### src/hw/rtl/cars_pkg.sv
// Shared types, constants and codes for the retransmission scheduler.
package cars_pkg;

   localparam int MAX_SEGMENTS_DEF = 4096;
   localparam int CNT_W            = 13;
   localparam int SEGIDX_W         = 12;
   localparam int RETRY_W          = 8;
   localparam int FILE_W           = 32;
   localparam int PAYLOAD_W        = 16;
   localparam int CSR_IDX_W        = 2;
   localparam int CSR_DATA_W       = 32;
   localparam int REQ_DATA_W       = 32;
   localparam int RSP_DATA_W       = 80;
   localparam int RSP_PAD_W        = 7;
   localparam int QUEUE_DEPTH      = 2;

   localparam logic [FILE_W-1:0]    FILE_SIZE_RST    = 32'd0;
   localparam logic [PAYLOAD_W-1:0] PAYLOAD_SIZE_RST = 16'd1024;
   localparam logic [CNT_W-1:0]     SEG_COUNT_RST    = 13'd1;
   localparam logic [RETRY_W-1:0]   MAX_RETRIES_RST  = 8'd10;
   localparam logic [RETRY_W-1:0]   RETRY_SAT        = 8'hFF;

   localparam logic [CSR_IDX_W-1:0] CSR_FILE_SIZE    = 2'd0;
   localparam logic [CSR_IDX_W-1:0] CSR_PAYLOAD_SIZE = 2'd1;
   localparam logic [CSR_IDX_W-1:0] CSR_SEG_COUNT    = 2'd2;
   localparam logic [CSR_IDX_W-1:0] CSR_MAX_RETRIES  = 2'd3;

   localparam logic REQ_ACK  = 1'b0;
   localparam logic REQ_SEND = 1'b1;

   typedef enum logic [1:0] {
      ST_SEND  = 2'd0,
      ST_DONE  = 2'd1,
      ST_FAIL  = 2'd2,
      ST_ACKED = 2'd3
   } status_type;

   typedef enum logic [1:0] {
      KIND_ACK  = 2'd0,
      KIND_DONE = 2'd1,
      KIND_SEND = 2'd2
   } kind_type;

   typedef enum logic [1:0] {
      BK_CLEAR = 2'd0,
      BK_IDLE  = 2'd1,
      BK_EXEC  = 2'd2
   } back_state_type;

   typedef struct packed {
      logic [FILE_W-1:0]    file_size;
      logic [PAYLOAD_W-1:0] payload_size;
      logic [CNT_W-1:0]     segment_count;
      logic [RETRY_W-1:0]   max_retries;
   } cfg_type;

   typedef struct packed {
      kind_type         kind;
      logic [CNT_W-1:0] seg;
      logic [CNT_W-1:0] acked;
   } entry_type;

endpackage

### src/hw/rtl/cars_fifo.sv
// Short word queue between front and back end.
module cars_fifo (
   input  logic                clock,
   input  logic                reset,
   input  logic                push_valid,
   output logic                push_ready,
   input  cars_pkg::entry_type push_entry,
   output logic                pop_valid,
   input  logic                pop_ready,
   output cars_pkg::entry_type pop_entry
);

   localparam int PTR_W = $clog2(cars_pkg::QUEUE_DEPTH);
   localparam int CNT_W = $clog2(cars_pkg::QUEUE_DEPTH + 1);

   cars_pkg::entry_type slot_ff [cars_pkg::QUEUE_DEPTH];
   logic [PTR_W-1:0]    wr_ptr_ff, rd_ptr_ff;
   logic [CNT_W-1:0]    count_ff, count_in;
   logic                do_push, do_pop;

   assign push_ready = count_ff != CNT_W'(cars_pkg::QUEUE_DEPTH);
   assign pop_valid  = count_ff != '0;
   assign pop_entry  = slot_ff[rd_ptr_ff];
   assign do_push    = push_valid & push_ready;
   assign do_pop     = pop_valid & pop_ready;

   always_comb begin
      count_in = count_ff;
      if (do_push && !do_pop) begin
         count_in = count_ff + 1'b1;
      end else if (do_pop && !do_push) begin
         count_in = count_ff - 1'b1;
      end
   end

   always_ff @(posedge clock) begin
      if (reset) begin
         wr_ptr_ff <= '0;
         rd_ptr_ff <= '0;
         count_ff  <= '0;
      end else begin
         count_ff <= count_in;
         if (do_push) begin
            wr_ptr_ff <= (wr_ptr_ff == PTR_W'(cars_pkg::QUEUE_DEPTH - 1)) ? '0 :
                         wr_ptr_ff + 1'b1;
         end
         if (do_pop) begin
            rd_ptr_ff <= (rd_ptr_ff == PTR_W'(cars_pkg::QUEUE_DEPTH - 1)) ? '0 :
                         rd_ptr_ff + 1'b1;
         end
      end
   end

   always_ff @(posedge clock) begin
      if (do_push) begin
         slot_ff[wr_ptr_ff] <= push_entry;
      end
   end

endmodule

### config.mk
export PLATFORM = sky130hd
export DESIGN_NAME = cars_fifo
export DESIGN_NICKNAME = d
export VERILOG_FILES = /design/src/hw/rtl/cars_pkg.sv /design/src/hw/rtl/cars_fifo.sv
export SDC_FILE = /design/constraint.sdc
export NUM_CORES = 1
export LEC_CHECK = 0
export BUFFER_PORTS_ARGS = -buffer_cell sky130_fd_sc_hd__buf_2
export CAP_MARGIN = 20
export CORE_MARGIN = 2
export CORE_UTILIZATION = 35
export CTS_BUF_LIST = sky130_fd_sc_hd__clkbuf_16
export CTS_CLUSTER_SIZE = 40
export DETAILED_ROUTE_END_ITERATION = 7
export SETUP_SLACK_MARGIN = 0.02
export SYNTH_ARGS = -nofsm -noshare
export SYNTH_HDL_FRONTEND = slang
export SYNTH_SLANG_ARGS = --single-unit
### constraint.sdc
create_clock -name clock -period 4.3 [get_ports clock]
set_clock_uncertainty 0.15 [all_clocks]
set_input_delay 0.86 -clock clock [delete_from_list [all_inputs] [get_ports clock]]
set_output_delay 0.86 -clock clock [all_outputs]
set_load 0.005 [all_outputs]
==> out/metrics.cfg <==
[critical_path]
rrSetupSlack_ns = 2.48
worst-setup-path-type = flip-flop to primary output
cp-end-kind = primary output
arrival_ns = 1.49
reg2reg_from = count_ff[0]
crit_path_end = pop_entry[26]
cp-start-kind = flip-flop
critPathMaxFanout = 28
required_ns = 3.29
worstRegToRegCells = 5
regToRegEndpoint = count_ff[1]

[place]
portBuffers = 61
gp_congestion = 0.745
hpwl_um = 2560
dpl_cell_area_mm2 = 0.00264

[floorplan]
die-area_mm2 = 0.00706
die_w_um = 84.0
io_pins = 62
die_h_um = 84.0
start_util_pct = 35.7
core_area_mm2 = 0.00628
rows = 29

[drt]
wl_um = 3980
drtIter0Drc = 32
wire_per_inst_um = 15.0
viasPerCell = 4.51
detail-route-antenna-nets = 0
first_pass_iters = 3
vias = 1196
drc = 0

[yosys]
synth_nets = 144
synthCells = 111
synth_edf_count = 56
synth_area_leaders = edfxtp_1 (75%), mux2_2 (14%), dfxtp_1 (4.5%)
synthDistinctLibCells = 18
ys_warn_count = 0
ys_ff_latch = 61
syn_area_mm2 = 0.00224
avgSynthCellArea_um2 = 20.2
synth_ff_type = edfxtp_1
yosysMostFrequentCell = edfxtp_1
synth_common_cells = edfxtp_1 (56), mux2_2 (28), dfxtp_1 (5)
synthArstFlopShare_pct = 0
ys_seq_area_share_pct = 79.6
synth_top_area_cell = edfxtp_1
synth_top_area_share_pct = 75.1

[clocking]
h-tree-depth = 3
cts.sinks = 61
cts-hold-fix-buffers = 0
cts_tree = done
cts_resized = 0
clk_latency_ns = 0.31
clk_pin_slew_worst_paths_ns = 0.05
ctsLongestPathBuffers = 2
cts_made_buffers = 9
postCtsSetupBuffers = 0
cts_root_buffer = clkbuf_16

[pwr]
p_leak_nw = 1.14
vdd_drop_max_uv = 320
p_per_area_mw_per_mm2 = 630

[global_route]
grt_pass1_vias = 1284
grt_max_degree = 29
overflow = 0
track_usage_pct = 12.2
grt_pass1_wl_um = 6200
antenna_found_initial = 0

[cells_and_area]
nets = 216
fin_util_pct = 47.3
design_area_mm2 = 0.00297
n_antenna_cell = 0
final_layout_size_suffix_gt1_share_pct = 56.4
areaGrowthSynthToFinish_pct = 32.7

[hold_path]
min_path_type = flip-flop to flip-flop
hp-start = rd_ptr_ff

[timing]
fin_tns_setup_ns = 0
hold_viol = 0
timing.hold.ws_ns = 0.362
relSlewSlack_pct = 74.3
setup_violations = 0
slew_viol_final = 0
finalCriticalPeriod_ns = 2.50
tightest_slew_ns = 0.385
rsz0062_at_grt = false
fmax_mhz = 400
fin_crit_sh_pct = 58.1

[flow_run]
drv_cap = 0

[outcome]
status = completed

[layer usage]
metal | track usage, % | wire (um)
met4 | 6.60 | 53
met2 | 21.3 | 2130
met3 | 5.34 | 235
met5 | 0 | 0
met1 | 12.1 | 1570
[area by class of cell]
type | count | area (um^2)
inverter | 1 | 3.75
clock inverter | 7 | 82.6
timing repair buffer | 64 | 348
clock buffer | 9 | 225
fill | 556 | 3310
multi-input combinational | 46 | 434
sequential | 61 | 1780
tap | 77 | 96.3
[how the worst min path moves through the flow]
stage,endpoint,cells after the start
after detailed placement,flip-flop,2
after floorplan,count_ff[1],2
after global placement,count_ff[1],2
final,rd_ptr_ff,2
after global routing,rd_ptr_ff,2
after CTS,rd_ptr_ff,2
[per-stage QoR]
| stage | setup WS [ns] | cells | total power, mW |
|---|---|---|---|
| CTS | 1.77 | 264 | 1.89 |
| global placement | 1.87 | 248 | 1.14 |
| detailed placement | 1.84 | 248 | 1.16 |
| global route | 1.73 | 265 | 1.97 |
| finish | 1.80 | 265 | 1.87 |
| floorplan | 2.16 | 111 | 1.01 |
[registers in the layout, summed over array words and instances, names as in the netlist, named ones only]
name	flops
slot_ff	56
count_ff	2
rd_ptr_ff	1
wr_ptr_ff	1
[cells by family (layout without fill, tap and decap cells)]
| logic type | Yosys count | in the layout | synth area share (%) |
|---|---|---|---|
| AOI/OAI and AO/OA | 5 | 5 | 1.34 |
| xor gates and xnor gates | 3 | 3 | 1.17 |
| DFF | 61 | 61 | 79.6 |
| buffers and inverters | 4 | 81 | 1.06 |
| and+or+nand+nor | 9 | 9 | 2.24 |
| muxes | 28 | 28 | 14.1 |
| adders and majority gates | 1 | 1 | 0.559 |
[worst max-delay path, cell delays in order, from the launching register on]
cell and delay [ns]:
dfxtp_1 0.30, buf_4 0.34, mux2_2 0.39, buf_2 0.13
[power by group]
group / internal [mW] / total [mW] / switching, mW
clock: 0.497 / 0.716 / 0.219
sequential: 0.745 / 0.772 / 0.0263
combinational: 0.202 / 0.384 / 0.182
[cells in the final DEF, fill, tap and decap left out, drive strengths merged, types with 2 or more instances in the layout]
cell type   n
o21ai       2
a21oi       2
xor2        3
buf        64
edfxtp     56
inv         3
clkbuf      9
bufinv      2
mux2       28
dfxtp       5
clkinv      2
nor2        3
Note: power is estimated with default switching activity, not from simulation.
