<file path="config.mk">
export PLATFORM = sky130hd
export DESIGN_NAME = cars_front
export DESIGN_NICKNAME = d
export VERILOG_FILES = /design/src/hw/rtl/cars_pkg.sv /design/src/hw/rtl/cars_front.sv
export SDC_FILE = /design/constraint.sdc
export NUM_CORES = 1
export LEC_CHECK = 0
export ABC_AREA = 0
export BUFFER_PORTS_ARGS = -buffer_cell sky130_fd_sc_hd__buf_2
export CORE_ASPECT_RATIO = 2
export CORE_UTILIZATION = 45
export DETAILED_ROUTE_END_ITERATION = 10
export PLACE_DENSITY = 0.73
export SKIP_CTS_REPAIR_TIMING = 1
export SLEW_MARGIN = 5
export SYNTH_ARGS = -nofsm -noshare
export SYNTH_HDL_FRONTEND = slang
export SYNTH_SLANG_ARGS = --single-unit
export TNS_END_PERCENT = 100
</file>
<file path="constraint.sdc">
create_clock -name clock -period 5.3 [get_ports clock]
set_input_delay 0.795 -clock clock [delete_from_list [all_inputs] [get_ports clock]]
set_output_delay 0.795 -clock clock [all_outputs]
set_load 0.01 [all_outputs]
</file>
<file path="src/hw/rtl/cars_pkg.sv">
// Shared types, constants and codes for the retransmission scheduler.
package cars_pkg;

   localparam int MAX_SEGMENTS_DEF = 4096;
   localparam int CNT_W            = 13;
   localparam int SEGIDX_W         = 12;
   localparam int RETRY_W          = 8;
   localparam int FILE_W           = 32;
   localparam int PAYLOAD_W        = 16;
   localparam int CSR_IDX_W        = 2;
   localparam int CSR_DATA_W       = 32;
   localparam int REQ_DATA_W       = 32;
   localparam int RSP_DATA_W       = 80;
   localparam int RSP_PAD_W        = 7;
   localparam int QUEUE_DEPTH      = 2;

   localparam logic [FILE_W-1:0]    FILE_SIZE_RST    = 32'd0;
   localparam logic [PAYLOAD_W-1:0] PAYLOAD_SIZE_RST = 16'd1024;
   localparam logic [CNT_W-1:0]     SEG_COUNT_RST    = 13'd1;
   localparam logic [RETRY_W-1:0]   MAX_RETRIES_RST  = 8'd10;
   localparam logic [RETRY_W-1:0]   RETRY_SAT        = 8'hFF;

   localparam logic [CSR_IDX_W-1:0] CSR_FILE_SIZE    = 2'd0;
   localparam logic [CSR_IDX_W-1:0] CSR_PAYLOAD_SIZE = 2'd1;
   localparam logic [CSR_IDX_W-1:0] CSR_SEG_COUNT    = 2'd2;
   localparam logic [CSR_IDX_W-1:0] CSR_MAX_RETRIES  = 2'd3;

   localparam logic REQ_ACK  = 1'b0;
   localparam logic REQ_SEND = 1'b1;

   typedef enum logic [1:0] {
      ST_SEND  = 2'd0,
      ST_DONE  = 2'd1,
      ST_FAIL  = 2'd2,
      ST_ACKED = 2'd3
   } status_type;

   typedef enum logic [1:0] {
      KIND_ACK  = 2'd0,
      KIND_DONE = 2'd1,
      KIND_SEND = 2'd2
   } kind_type;

   typedef enum logic [1:0] {
      BK_CLEAR = 2'd0,
      BK_IDLE  = 2'd1,
      BK_EXEC  = 2'd2
   } back_state_type;

   typedef struct packed {
      logic [FILE_W-1:0]    file_size;
      logic [PAYLOAD_W-1:0] payload_size;
      logic [CNT_W-1:0]     segment_count;
      logic [RETRY_W-1:0]   max_retries;
   } cfg_type;

   typedef struct packed {
      kind_type         kind;
      logic [CNT_W-1:0] seg;
      logic [CNT_W-1:0] acked;
   } entry_type;

endpackage

</file>
<file path="src/hw/rtl/cars_front.sv">
// Front end: accepts request words, tracks the ack pointer and picks the next segment.
module cars_front #(
   parameter int MAX_SEGMENTS = cars_pkg::MAX_SEGMENTS_DEF
) (
   input  logic                                clock,
   input  logic                                reset,
   input  logic                                req_tvalid,
   output logic                                req_tready,
   input  logic [cars_pkg::REQ_DATA_W-1:0]     req_tdata,
   input  logic                                req_tuser,
   input  cars_pkg::cfg_type                   cfg,
   input  logic                                clear_done,
   output logic                                push_valid,
   input  logic                                push_ready,
   output cars_pkg::entry_type                 push_entry
);

   logic [cars_pkg::CNT_W-1:0] acked_ff, acked_in;
   logic [cars_pkg::CNT_W-1:0] scan_ff, scan_in;
   logic [cars_pkg::CNT_W-1:0] cnt;
   logic [cars_pkg::CNT_W-1:0] seg;
   logic                       accept;

   assign req_tready = clear_done & push_ready;
   assign accept     = req_tvalid & req_tready;
   assign push_valid = accept;

   always_comb begin
      cnt = (32'(cfg.segment_count) > 32'(MAX_SEGMENTS)) ?
            cars_pkg::CNT_W'(MAX_SEGMENTS) : cfg.segment_count;
      seg = ((scan_ff < acked_ff) || (scan_ff >= cnt)) ? acked_ff : scan_ff;
      acked_in = acked_ff;
      scan_in  = scan_ff;
      push_entry.kind  = cars_pkg::KIND_ACK;
      push_entry.seg   = '0;
      if (req_tuser == cars_pkg::REQ_ACK) begin
         if (req_tdata >= 32'(cnt)) begin
            if (cnt > acked_ff) begin
               acked_in = cnt;
            end
         end else if (req_tdata[cars_pkg::CNT_W-1:0] > acked_ff) begin
            // below the count, so the low bits carry the whole value
            acked_in = req_tdata[cars_pkg::CNT_W-1:0];
         end
      end else if (acked_ff >= cnt) begin
         push_entry.kind = cars_pkg::KIND_DONE;
      end else begin
         push_entry.kind = cars_pkg::KIND_SEND;
         push_entry.seg  = seg;
         scan_in         = seg + 1'b1;
      end
      push_entry.acked = acked_in;
   end

   always_ff @(posedge clock) begin
      if (reset) begin
         acked_ff <= '0;
         scan_ff  <= '0;
      end else if (accept) begin
         acked_ff <= acked_in;
         scan_ff  <= scan_in;
      end
   end

endmodule

</file>
==> qor.yml <==
cts.sinks: 26
synth.top_cell.area_share_pct: 21.0
regArea_um2: 520
hpwl_um: 10000
skew_ns: 0.00300
setup_violations: 0
clock_path_buffers: 2
ys_warn_count: 0
grt_remaining_overflow: 0
grt_max_degree: 35
worst_hold_startpoint: "scan_ff[0]"
wl_um: 12500
n_fill_cell: 792
ys_ff_latch: 26
place_congestion: 0.896
dieArea_um2: 9020
root_buffer: "clkbuf_16"
hold_path_class: "reg -> reg"
nNetsFinal: 761
port_buffers: 80
maxCapViolations: 0
path_max_fanout: 16
clk_latency_ns: 0.28
drt.antenna.violating_nets: 0
synth_commonest_cells: "65 x ha_1, 57 x nand2_1, 49 x a21oi_1, 33 x nor2_1, 32 x nor4_1"
synth-main-ff-cell: "dfxtp_1"
multi_input_area_um2: 3110
die_h_um: 133
hold_viol_final: 0
hold_ws_ns: 0.506
synth_area_leaders: "ha_1 21%, dfxtp_1 13%, a21oi_1 6.3%"
synth_cells: 525
worstMarginPinSlew_ns: 1.25
power.leakage_uw: 0.00183
ios: 137
total_power_uw: 789
post-route-period-util_pct: 92.7
drive_gt1_share_pct: 21.3
cp.required_ns: 4.51
core_um2: 8290
critPathCaptureType: "output pin"
syn_to_final_growth_pct: 14.2
grt_pass1_vias: 4277
syn-num-nets: 697
synth.cell_area_um2: 3880
synth-async-reset-ratio_pct: 0
status: "complete, no violations"
yosysSeqAreaShare_pct: 13.4
htreeDepth: 1
start_kind: "input port"
yosysTopAreaCell: "ha_1"
cts_buffers: 3
synth.distinct_cells: 57
avgSynthCellArea_um2: 7.39
fin_tns_setup_ns: 0
slew_violations: 0
layout_min_cycle_time_ns: 4.91
dr.pass1.iters: 5
critPathKind: "in -> out"
drtIter0Drc: 281
drc: 0
num_rows: 47
cts_tree: "done"
r2r_start: "acked_ff[9]"
p_per_area_nw_per_um2: 178
max-slew-margin-rel_pct: 16.4
die_w_um: 67.7
track_usage_pct: 29.5
initial_utilization_pct: 46.8
antenna_found_initial: 0
clkTransAtPathRegs_ns: 0.07
synth-edff-count: 0
cp-startpoint: "cfg[20]"
peakVddDrop_uv: 119
crit_arrival_ns: 4.12
via_per_inst: 6.42
routedWlPerCell_um: 18.2
place_area_um2: 4340
rsz0062_at_grt: "no"
grt_pass1_wl_um: 20400
antenna_cells: 0
stdcell_area_um2: 4430
vias: 4401
clock.fmax_mhz: 204
synth_most_common_cell: "ha_1"
==> cells by family (layout without fill, tap and decap cells) <==
logic type	after synthesis	after routing	synth area share, %
buffers and inverters	60	123	6.58
muxes	3	3	0.903
xor gates and xnor gates	9	9	2.03
adders and majority gates	65	65	21.0
AOI/OAI and AO/OA	150	150	27.9
and+or+nand+nor	212	212	28.2
DFF	26	26	13.4
==> worst max-delay path, stage by stage <==
cell        delay [ns]
buf_2             0.10
clkinvlp_4        0.31
nand2_1           0.34
ha_1              0.30
o21ai_1           0.15
a21oi_1           0.07
o31ai_1           0.46
a32oi_2           0.22
nor3_2            0.97
a221oi_1          0.18
buf_2             0.22
==> cell usage in the layout, fill, tap and decap left out, types with 5 or more instances in the layout <==
cell / count
dfxtp_1: 26
o21ai_1: 16
o21ai_0: 16
a221oi_2: 15
buf_2: 80
nor2b_1: 5
nand4_1: 10
a21oi_1: 49
inv_1: 26
nor2_1: 33
nor3_1: 21
nand3_1: 21
ha_1: 65
and2_1: 5
a21o_1: 10
a211oi_1: 16
nor4_1: 32
nand2_1: 57
xnor2_1: 9
buf_4: 12
==> power by group <==
part	switching, uW	internal [uW]
clock	84.9	116
sequential	13.1	201
combinational	231	143
total	329	461
==> per-stage QoR <==
stage	setup slack, ns	std cells	util (%)
4_1_cts	0.169	686	53.4
3_3_place_gp	0.250	682	52.3
6_report	0.386	686	53.5
5_1_grt	0.219	686	53.5
3_5_place_dp	0.184	682	52.3
2_1_floorplan	1.09	525	-
==> final timing paths <==
kind              slack (ns)  cells after the start            end
setup reg to reg        1.35                     14    scan_ff[12]
setup / recovery        0.39                     11  push_entry[7]
hold reg to reg         0.51                      2     scan_ff[0]
hold / removal          0.51                      2     scan_ff[0]
==> layer usage <==
layer	up-vias	global-route usage (%)	wire length (um)
met5	-	0	0
met4	0	21.4	777
met3	48	1.20	479
met2	174	51.5	6690
met1	2059	31.7	4570
li1	2120	-	-
==> cell type report <==
cell class                      count  share of cell area (%)
Timing Repair Buffer               92                    11.1
Sequential cell                    26                    11.7
Tap cell                           98                    2.77
Inverter                           27                    2.37
Clock buffer                        4                    2.00
Multi-Input combinational cell    439                    70.1
==> state kept, by name, indices dropped and copies added, names as in the netlist <==
name,count
acked_ff,13
scan_ff,13
No activity file was read; power rests on OpenSTA's default activity.
